### config.mk
export PLATFORM = sky130hd
export DESIGN_NAME = meter_frame_receiver_core
export DESIGN_NICKNAME = d
export VERILOG_FILES = /design/src/hw/rtl/mfr_pkg.sv /design/src/hw/rtl/mfr_cfg_regs.sv /design/src/hw/rtl/mfr_in_reg.sv /design/src/hw/rtl/mfr_parser.sv /design/src/hw/rtl/mfr_out_reg.sv /design/src/hw/rtl/meter_frame_receiver_core.sv
export VERILOG_INCLUDE_DIRS = /design/src /design/src/hw/rtl
export SDC_FILE = /design/constraint.sdc
export NUM_CORES = 1
export LEC_CHECK = 0
export BUFFER_PORTS_ARGS = -buffer_cell sky130_fd_sc_hd__buf_2
export CAP_MARGIN = 5
export CORE_MARGIN = 2
export CORE_UTILIZATION = 35
export CTS_BUF_LIST = sky130_fd_sc_hd__clkbuf_4
export DETAILED_ROUTE_END_ITERATION = 10
export PLACE_DENSITY = 0.56
export SLEW_MARGIN = 0
export SYNTH_ARGS = -nofsm -noshare
export SYNTH_HDL_FRONTEND = slang
export SYNTH_SLANG_ARGS = --single-unit
### constraint.sdc
create_clock -name aclk -period 4.6 [get_ports aclk]
set_input_delay 0.92 -clock aclk [delete_from_list [all_inputs] [get_ports aclk]]
set_output_delay 0.92 -clock aclk [all_outputs]
set_load 0.05 [all_outputs]
### src/hw/rtl/meter_frame_receiver_core_macros.svh
// assertion macros used by the frame receiver parser
`ifndef METER_FRAME_RECEIVER_CORE_MACROS_SVH
`define METER_FRAME_RECEIVER_CORE_MACROS_SVH

// same-cycle implication, checked on aclk outside reset
`define MFR_ASSERT_NOW(lbl, ante, cons, msg) \
    lbl: assert property (@(posedge aclk) disable iff (!aresetn) (ante) |-> (cons)) \
        else $error(msg);

// next-cycle implication, checked on aclk outside reset
`define MFR_ASSERT_NEXT(lbl, ante, cons, msg) \
    lbl: assert property (@(posedge aclk) disable iff (!aresetn) (ante) |=> (cons)) \
        else $error(msg);

`endif

### src/hw/rtl/mfr_pkg.sv
// shared types, constants and codes of the meter frame receiver
package mfr_pkg;

    localparam int LEN_POS_DEF   = 10;
    localparam int MAX_FRAME_DEF = 256;
    localparam int BYTE_W        = 8;
    localparam int POS_W         = 8;
    localparam int TICK_W        = 16;
    localparam int CFG_IDX_W     = 2;
    localparam int CFG_DATA_W    = 16;

    localparam logic [BYTE_W-1:0] SYNC_RESET    = 8'h68;
    localparam logic [BYTE_W-1:0] END_RESET     = 8'h16;
    localparam logic [TICK_W-1:0] TIMEOUT_RESET = 16'd500;

    typedef enum logic {
        CMD_BYTE = 1'b0,
        CMD_TICK = 1'b1
    } cmd_t;

    typedef enum logic [2:0] {
        VERDICT_NONE     = 3'd0,
        VERDICT_GOOD     = 3'd1,
        VERDICT_SUM_BAD  = 3'd2,
        VERDICT_END_BAD  = 3'd3,
        VERDICT_TIMEOUT  = 3'd4,
        VERDICT_TOO_LONG = 3'd5
    } verdict_t;

    typedef enum logic [CFG_IDX_W-1:0] {
        REG_SYNC    = 2'd0,
        REG_END     = 2'd1,
        REG_TIMEOUT = 2'd2
    } reg_index_t;

    typedef enum logic {
        ST_SYNC  = 1'b0,
        ST_FRAME = 1'b1
    } state_t;

    typedef struct packed {
        logic [BYTE_W-1:0] sync_value;
        logic [BYTE_W-1:0] end_value;
        logic [TICK_W-1:0] timeout_ticks;
    } cfg_t;

    typedef struct packed {
        cmd_t              cmd;
        logic [BYTE_W-1:0] rx_byte;
    } item_t;

    typedef struct packed {
        logic [BYTE_W-1:0] data_byte;
        logic [POS_W-1:0]  position;
        logic              frame_start;
        logic              frame_end;
        verdict_t          verdict;
    } result_t;

endpackage

### src/hw/rtl/mfr_cfg_regs.sv
// configuration register bank of the meter frame receiver
module mfr_cfg_regs
    import mfr_pkg::*;
(
    input  logic                  aclk,
    input  logic                  aresetn,
    input  logic                  cfg_valid,
    output logic                  cfg_ready,
    input  logic [CFG_IDX_W-1:0]  cfg_index,
    input  logic [CFG_DATA_W-1:0] cfg_data,
    output cfg_t                  cfg
);

    cfg_t cfg_reg;
    cfg_t cfg_next;

    // writes are always taken outside reset
    assign cfg_ready = aresetn;

    // register select
    always_comb begin
        cfg_next = cfg_reg;
        if (cfg_valid && cfg_ready) begin
            unique case (cfg_index)
                REG_SYNC:    cfg_next.sync_value    = cfg_data[BYTE_W-1:0];
                REG_END:     cfg_next.end_value     = cfg_data[BYTE_W-1:0];
                REG_TIMEOUT: cfg_next.timeout_ticks = cfg_data[TICK_W-1:0];
                default:     cfg_next = cfg_reg;
            endcase
        end
    end

    always_ff @(posedge aclk) begin
        if (!aresetn) begin
            cfg_reg.sync_value    <= SYNC_RESET;
            cfg_reg.end_value     <= END_RESET;
            cfg_reg.timeout_ticks <= TIMEOUT_RESET;
        end else begin
            cfg_reg <= cfg_next;
        end
    end

    assign cfg = cfg_reg;

endmodule

### src/hw/rtl/mfr_in_reg.sv
// input register stage of the meter frame receiver
module mfr_in_reg
    import mfr_pkg::*;
(
    input  logic              aclk,
    input  logic              aresetn,
    input  logic              s_tvalid,
    output logic              s_tready,
    input  logic [BYTE_W-1:0] s_tdata,
    input  logic [0:0]        s_tuser,
    input  logic              advance,
    output logic              item_valid,
    output item_t             item
);

    logic  valid_reg;
    logic  valid_next;
    item_t item_reg;
    logic  accept;

    // room when empty or when the held beat moves on this cycle
    assign s_tready = aresetn && (!valid_reg || advance);
    assign accept   = s_tvalid && s_tready;

    always_comb begin
        valid_next = valid_reg;
        if (accept) begin
            valid_next = 1'b1;
        end else if (advance) begin
            valid_next = 1'b0;
        end
    end

    always_ff @(posedge aclk) begin
        if (!aresetn) begin
            valid_reg <= 1'b0;
        end else begin
            valid_reg <= valid_next;
        end
    end

    // payload capture
    always_ff @(posedge aclk) begin
        if (accept) begin
            item_reg.cmd     <= cmd_t'(s_tuser[0]);
            item_reg.rx_byte <= s_tdata;
        end
    end

    assign item_valid = valid_reg;
    assign item       = item_reg;

endmodule

### src/hw/rtl/mfr_parser.sv
// frame tracking state and per-beat result logic
`include "meter_frame_receiver_core_macros.svh"

module mfr_parser
    import mfr_pkg::*;
#(
    parameter int LEN_POS   = LEN_POS_DEF,
    parameter int MAX_FRAME = MAX_FRAME_DEF
) (
    input  logic    aclk,
    input  logic    aresetn,
    input  cfg_t    cfg,
    input  logic    step,
    input  item_t   item,
    output logic    res_valid,
    output result_t res
);

    localparam int CNT_W = $clog2((MAX_FRAME > LEN_POS) ? MAX_FRAME : LEN_POS + 1);
    localparam int TOT_W = $clog2((1 << BYTE_W) + LEN_POS + 3);
    localparam logic [TOT_W-1:0] LEN_OFS = TOT_W'(LEN_POS + 3);
    localparam logic [TOT_W-1:0] MAX_TOT = TOT_W'(MAX_FRAME);
    localparam logic [CNT_W-1:0] LEN_AT  = CNT_W'(LEN_POS);

    state_t            state_reg,   state_next;
    logic [CNT_W-1:0]  count_reg,   count_next;
    logic [BYTE_W-1:0] sum_reg,     sum_next;
    logic [BYTE_W-1:0] decl_reg,    decl_next;
    logic              matched_reg, matched_next;
    logic [TICK_W-1:0] idle_reg,    idle_next;

    logic              is_tick;
    logic              is_sync;
    logic [TICK_W-1:0] idle_inc;
    logic              timed_out;
    logic [TOT_W-1:0]  len_total;
    logic [TOT_W-1:0]  frm_total;
    logic [TOT_W-1:0]  p_ext;
    logic              at_len;
    logic              past_len;
    logic              too_long;
    logic              at_sum;
    logic              at_last;
    logic              end_now;

    // shared decode
    assign is_tick   = (item.cmd == CMD_TICK);
    assign is_sync   = (item.rx_byte == cfg.sync_value);
    assign idle_inc  = idle_reg + 1'b1;
    assign timed_out = (idle_inc >= cfg.timeout_ticks);
    assign len_total = TOT_W'(item.rx_byte) + LEN_OFS;
    assign frm_total = TOT_W'(decl_reg) + LEN_OFS;
    assign p_ext     = TOT_W'(count_reg);
    assign at_len    = (count_reg == LEN_AT);
    assign past_len  = (count_reg > LEN_AT);
    assign too_long  = at_len && (len_total > MAX_TOT);
    assign at_sum    = past_len && ((p_ext + TOT_W'(2)) == frm_total);
    assign at_last   = past_len && !at_sum && ((p_ext + TOT_W'(1)) >= frm_total);
    assign end_now   = too_long || at_last;

    // next state
    always_comb begin
        state_next = state_reg;
        if (step) begin
            unique case (state_reg)
                ST_SYNC: begin
                    if (!is_tick && is_sync) begin
                        state_next = ST_FRAME;
                    end
                end
                ST_FRAME: begin
                    if (is_tick ? timed_out : end_now) begin
                        state_next = ST_SYNC;
                    end
                end
                default: state_next = ST_SYNC;
            endcase
        end
    end

    // result for the current beat
    always_comb begin
        res_valid       = 1'b0;
        res.data_byte   = item.rx_byte;
        res.position    = POS_W'(count_reg);
        res.frame_start = 1'b0;
        res.frame_end   = 1'b0;
        res.verdict     = VERDICT_NONE;
        unique case (state_reg)
            ST_SYNC: begin
                res_valid       = !is_tick && is_sync;
                res.position    = '0;
                res.frame_start = 1'b1;
            end
            ST_FRAME: begin
                if (is_tick) begin
                    res_valid     = timed_out;
                    res.data_byte = '0;
                    res.frame_end = 1'b1;
                    res.verdict   = VERDICT_TIMEOUT;
                end else begin
                    res_valid     = 1'b1;
                    res.frame_end = end_now;
                    priority if (too_long) begin
                        res.verdict = VERDICT_TOO_LONG;
                    end else if (at_last && !matched_reg) begin
                        res.verdict = VERDICT_SUM_BAD;
                    end else if (at_last && (item.rx_byte != cfg.end_value)) begin
                        res.verdict = VERDICT_END_BAD;
                    end else if (at_last) begin
                        res.verdict = VERDICT_GOOD;
                    end else begin
                        res.verdict = VERDICT_NONE;
                    end
                end
            end
            default: res_valid = 1'b0;
        endcase
    end

    // frame counters, running sum and idle timer
    always_comb begin
        count_next   = count_reg;
        sum_next     = sum_reg;
        decl_next    = decl_reg;
        matched_next = matched_reg;
        idle_next    = idle_reg;
        if (step) begin
            unique case (state_reg)
                ST_SYNC: begin
                    idle_next = '0;
                    if (!is_tick && is_sync) begin
                        count_next   = CNT_W'(1);
                        sum_next     = item.rx_byte;
                        decl_next    = '0;
                        matched_next = 1'b0;
                    end
                end
                ST_FRAME: begin
                    if (is_tick ? timed_out : end_now) begin
                        count_next   = '0;
                        sum_next     = '0;
                        decl_next    = '0;
                        matched_next = 1'b0;
                        idle_next    = '0;
                    end else if (is_tick) begin
                        idle_next = idle_inc;
                    end else begin
                        idle_next  = '0;
                        sum_next   = sum_reg + item.rx_byte;
                        count_next = count_reg + 1'b1;
                        if (at_len) begin
                            decl_next = item.rx_byte;
                        end
                        if (at_sum) begin
                            matched_next = (item.rx_byte == sum_reg);
                        end
                    end
                end
                default: count_next = '0;
            endcase
        end
    end

    always_ff @(posedge aclk) begin
        if (!aresetn) begin
            state_reg   <= ST_SYNC;
            count_reg   <= '0;
            sum_reg     <= '0;
            decl_reg    <= '0;
            matched_reg <= 1'b0;
            idle_reg    <= '0;
        end else begin
            state_reg   <= state_next;
            count_reg   <= count_next;
            sum_reg     <= sum_next;
            decl_reg    <= decl_next;
            matched_reg <= matched_next;
            idle_reg    <= idle_next;
        end
    end

    // checks on the frame tracking
    `MFR_ASSERT_NEXT(a_end_back_to_sync, step && res_valid && res.frame_end, state_reg == ST_SYNC, "frame end did not return to sync")
    `MFR_ASSERT_NEXT(a_start_opens_frame, step && res_valid && res.frame_start, (state_reg == ST_FRAME) && (count_reg == CNT_W'(1)), "frame start did not open a frame")
    `MFR_ASSERT_NOW(a_sync_cleared, state_reg == ST_SYNC, (count_reg == '0) && (idle_reg == '0), "counters not clear while waiting for sync")
    `MFR_ASSERT_NOW(a_frame_count_nonzero, state_reg == ST_FRAME, count_reg != '0, "byte count zero inside a frame")

endmodule

### src/hw/rtl/mfr_out_reg.sv
// result register stage of the meter frame receiver
module mfr_out_reg
    import mfr_pkg::*;
(
    input  logic    aclk,
    input  logic    aresetn,
    input  logic    step,
    input  logic    res_valid,
    input  result_t res,
    output logic    out_free,
    output logic    m_tvalid,
    input  logic    m_tready,
    output result_t m_res
);

    logic    valid_reg;
    logic    valid_next;
    result_t res_reg;

    // free when empty or when the held beat is taken this cycle
    assign out_free = !valid_reg || m_tready;

    always_comb begin
        valid_next = valid_reg;
        if (out_free) begin
            valid_next = step && res_valid;
        end
    end

    always_ff @(posedge aclk) begin
        if (!aresetn) begin
            valid_reg <= 1'b0;
        end else begin
            valid_reg <= valid_next;
        end
    end

    // payload capture
    always_ff @(posedge aclk) begin
        if (step && res_valid) begin
            res_reg <= res;
        end
    end

    assign m_tvalid = valid_reg;
    assign m_res    = res_reg;

endmodule

### src/hw/rtl/meter_frame_receiver_core.sv
// top level of the meter frame receiver
//
// Byte-serial receiver for meter frames. Each slave beat is either a received
// byte (s_tuser = 0, byte in s_tdata) or one time tick (s_tuser = 1). Once the
// sync byte arrives, every frame byte leaves on the master side with its offset
// in the frame; the final beat of a frame carries m_tlast and a verdict (good,
// checksum bad, end byte bad, timeout, too long). Bytes outside a frame and
// ticks that do not abort give no beat.
// The config channel writes sync value, end value and timeout (index 0..2). The user
// must write it only while no beat is in flight; the block itself does not enforce it.
// A result passes through the input register and then the result register before it
// is presented on m_tvalid; a low m_tready can hold it in either register.
// Throughput: one beat per cycle while m_tready stays high; the frame state update is
// compare, add and counter logic between the two registers.
// Reset (aresetn low, synchronous) restores the register defaults, drops any
// partial frame and empties both stages; s_tready and cfg_ready are low then.
// When m_tready is low the result register holds its beat and the input
// register still takes one more beat before s_tready drops.
module meter_frame_receiver_core
    import mfr_pkg::*;
#(
    parameter int LEN_POS   = LEN_POS_DEF,
    parameter int MAX_FRAME = MAX_FRAME_DEF
) (
    input  logic                  aclk,
    input  logic                  aresetn,
    // input beats
    input  logic                  s_tvalid,
    output logic                  s_tready,
    input  logic [7:0]            s_tdata,   // [7:0] rx_byte
    input  logic [0:0]            s_tuser,   // [0] cmd
    // result beats
    output logic                  m_tvalid,
    input  logic                  m_tready,
    output logic [15:0]           m_tdata,   // [7:0] data_byte, [15:8] position
    output logic                  m_tlast,
    output logic [3:0]            m_tuser,   // [0] frame_start, [3:1] verdict
    // configuration writes
    input  logic                  cfg_valid,
    output logic                  cfg_ready,
    input  logic [CFG_IDX_W-1:0]  cfg_index,
    input  logic [CFG_DATA_W-1:0] cfg_data
);

    cfg_t    cfg;
    item_t   item;
    logic    item_valid;
    logic    out_free;
    logic    step;
    logic    res_valid;
    result_t res;
    result_t m_res;

    // a held input beat is processed when the result register has room
    assign step = item_valid && out_free;

    mfr_cfg_regs u_cfg (
        .aclk      (aclk),
        .aresetn   (aresetn),
        .cfg_valid (cfg_valid),
        .cfg_ready (cfg_ready),
        .cfg_index (cfg_index),
        .cfg_data  (cfg_data),
        .cfg       (cfg)
    );

    mfr_in_reg u_in (
        .aclk       (aclk),
        .aresetn    (aresetn),
        .s_tvalid   (s_tvalid),
        .s_tready   (s_tready),
        .s_tdata    (s_tdata),
        .s_tuser    (s_tuser),
        .advance    (out_free),
        .item_valid (item_valid),
        .item       (item)
    );

    mfr_parser #(
        .LEN_POS   (LEN_POS),
        .MAX_FRAME (MAX_FRAME)
    ) u_parser (
        .aclk      (aclk),
        .aresetn   (aresetn),
        .cfg       (cfg),
        .step      (step),
        .item      (item),
        .res_valid (res_valid),
        .res       (res)
    );

    mfr_out_reg u_out (
        .aclk      (aclk),
        .aresetn   (aresetn),
        .step      (step),
        .res_valid (res_valid),
        .res       (res),
        .out_free  (out_free),
        .m_tvalid  (m_tvalid),
        .m_tready  (m_tready),
        .m_res     (m_res)
    );

    // result beat packing
    assign m_tdata = {m_res.position, m_res.data_byte};
    assign m_tlast = m_res.frame_end;
    assign m_tuser = {m_res.verdict, m_res.frame_start};

endmodule

==> impl_metrics.yaml <==
timing:
  setup_tns_ns: 0
  setup_viol: 0
  finalMaxSlewViolations: 0
  fin_crit_sh_pct: 84.7
  finalClockSkew_ns: 0.0356
  hold_viol_final: 0
  rsz0062_at_grt: "no"
  final.min_clock_period_ns: 3.90
  timing.fmax_mhz: 257
  maxSlewHeadroom_pct: 15.9
  worst_pin_slew_ns: 1.26
floorplanning:
  fp-row-count: 47
  core_area_mm2: 0.0167
  die_area_mm2: 0.0182
  die_x_um: 135
  io-pin-count: 56
  start_util_pct: 36.0
  die_h_um: 135
synthesis:
  synth_edf_count: 30
  synth-warning-count: 0
  synth_nets: 733
  synth_cell_types: 66
  netlist_area_mm2: 0.00601
  synth-seq-cells: 106
  yosysSeqAreaShare_pct: 40.3
  syn-instance-count: 663
  synthArstFlopShare_pct: 0
  synthFlopType: "dfxtp_1"
  synth_area_per_cell_um2: 9.07
run:
  drv_cap: 0
cts:
  h-tree-depth: 3
  cts.sinks: 106
  cts_resized: 0
  cts_tree: "built"
  cts_buffer_depth: 2
  clock_latency_ns: 0.53
  clkTransAtPathRegs_ns: 0.17
  cts_hold_buf: 0
  post-cts-setup-buffers: 0
  cts_root_buf: "clkbuf_4"
  cts_buffers: 9
cells_and_area:
  final_cell_mix: "nand2_1, dfxtp_1, buf_2"
  largest_reg_flops: 32
  drive_gt1_share_pct: 14.1
  antennaDiodeCount: 0
  area_growth_syn_to_layout_pct: 10.0
  stdcell_area_mm2: 0.00662
  nets: 774
  layout_commonest_cell: "nand2_1"
critical_path:
  crit_required_ns: 5.03
  r2r_cells: 16
  worstPathMaxFanout: 28
  start_kind: "flip-flop"
  reg2reg_from: "u_parser.idle_reg[2]"
  worstSetupPathType: "flip-flop to flip-flop"
  r2r_slack_ns: 0.70
  arrival_ns: 4.33
  cp-end-kind: "flip-flop"
  reg2reg_to: "u_parser.sum_reg[4]"
global_route:
  grt_start_max_net_pins: 44
  grtUsageMet3_pct: 3.00
  grt-ovfl-total: 0
  grt_use_met2_pct: 30.0
  met1_usage_pct: 21.7
  grt_pass1_vias: 4830
  grt.busiest_layer: "met2"
  grt_util_all_layers_pct: 17.3
  antenna_found_initial: 0
  grt_pass1_wl_um: 24700
routing:
  first_pass_iters: 5
  vias: 4864
  avgViaCountPerCell: 5.24
  post_drt_wl_per_cell_um: 16.5
  drc: 0
  routed_wl_um: 15300
  first_iter_violations: 323
  antenna_left: 0
worst_hold_path:
  hold_class: "flip-flop to flip-flop"
  hold_depth: 2
  hold_start: "u_cfg.cfg[10]"
  holdPathEnd: "u_cfg.cfg[10]"
power:
  power.density_mw_per_mm2: 231
  power.leakage_nw: 2.55
  ir_drop_uv: 142
placed_design:
  hpwl_um: 11400
  place_area_mm2: 0.00648
  io_buffers: 55
  place_congestion: 0.894
outcome:
  status: "completed"
## stage by stage
step	worst slack (ns)	power [mW]	instances	hold WS, ns	util (%)
finish	0.704	1.53	929	0.471	39.6
global route	0.413	1.59	929	0.478	39.6
CTS	0.746	1.54	928	0.471	39.6
detailed placement	0.778	1.09	912	0.452	38.8
global placement	0.966	1.09	912	0.446	38.8
floorplan	0.891	1.05	663	0.436	-
## final cells by class
| cell class | instances | area (µm²) |
|---|---|---|
| Fill cell | 1690 | 10100 |
| Multi-Input combinational cell | 491 | 3340 |
| Sequential cell | 106 | 2420 |
| Timing Repair Buffer | 62 | 332 |
| Tap cell | 220 | 275 |
| Inverter | 34 | 128 |
| Clock buffer | 9 | 67.6 |
| Clock inverter | 7 | 57.6 |
## synthesized netlist by cell type, types with 7 or more instances
cell type,count,area [µm²]
nor2b_1,7,43.8
dfxtp_1,76,1520
o21a_1,8,60.1
xnor2_1,36,315
clkbuf_1,26,97.6
inv_1,32,120
ha_1,37,463
edfxtp_1,30,901
a22oi_1,14,105
o211ai_1,17,128
o21ai_0,10,50.1
a21oi_1,49,245
nand2_1,93,349
nor3_1,11,55.1
and2_1,18,113
xor2_1,19,166
o31ai_2,7,87.6
nand3_1,28,140
nor2_1,44,165
nand4_1,12,75.1
## how the worst max path moves through the flow
| stage | from | endpoint | slack, ns | depth (start not counted) |
|---|---|---|---|---|
| 2_1_floorplan | u_parser.idle_reg[2] | u_parser.decl_reg[1] | 0.89 | 15 |
| 3_3_place_gp | u_parser.idle_reg[2] | u_parser.sum_reg[0] | 0.97 | 16 |
| 3_5_place_dp | u_parser.idle_reg[2] | u_parser.sum_reg[4] | 0.78 | 16 |
| 4_1_cts | u_parser.idle_reg[2] | u_parser.sum_reg[4] | 0.75 | 16 |
| 5_1_grt | u_parser.idle_reg[2] | u_parser.sum_reg[4] | 0.41 | 16 |
| 6_report | u_parser.idle_reg[2] | u_parser.sum_reg[4] | 0.70 | 16 |
## routing by layer
layer,share of wire [%],vias up
li1,-,2437
met1,45,2292
met2,49,112
met3,3.7,23
met4,1.9,0
met5,0,-
## logic make-up (layout without fill, tap and decap cells)
kind of cell / Yosys count / after routing / synth area share [%]
flip-flops: 106 / 106 / 40.3
AND/OR/NAND/NOR: 245 / 245 / 19.9
adder cells (fa/ha/maj): 38 / 38 / 8.03
multiplexers: 5 / 5 / 0.832
XOR/XNOR: 60 / 60 / 9.69
AO/OA/AOI/OAI: 143 / 143 / 16.9
buffers and inverters: 66 / 112 / 4.33
## where the power goes
| part | internal [mW] | total, mW | leakage [nW] | switching [mW] |
|---|---|---|---|---|
| logic | 0.0318 | 0.0869 | 1.58 | 0.0551 |
| clock network | 0.115 | 0.460 | 0.0693 | 0.345 |
| registers | 0.969 | 0.983 | 0.905 | 0.0140 |
| total | 1.12 | 1.53 | 2.55 | 0.414 |
## worst max-delay path, cell delays in order, from the launching register on
cell and delay [ns]:
dfxtp_1 0.47, and4_1 0.29, and4_1 0.25, and2_1 0.17, and3_1 0.22, xor2_1 0.10, ha_1 0.33, nand2_1 0.07
o21a_1 0.20, o211a_1 0.13, a221oi_1 0.42, o21ai_0 0.16, buf_4 0.20, inv_1 0.08, buf_4 0.35, nor2_1 0.09
o32ai_1 0.31
Note: power is estimated with default switching activity, not from simulation.
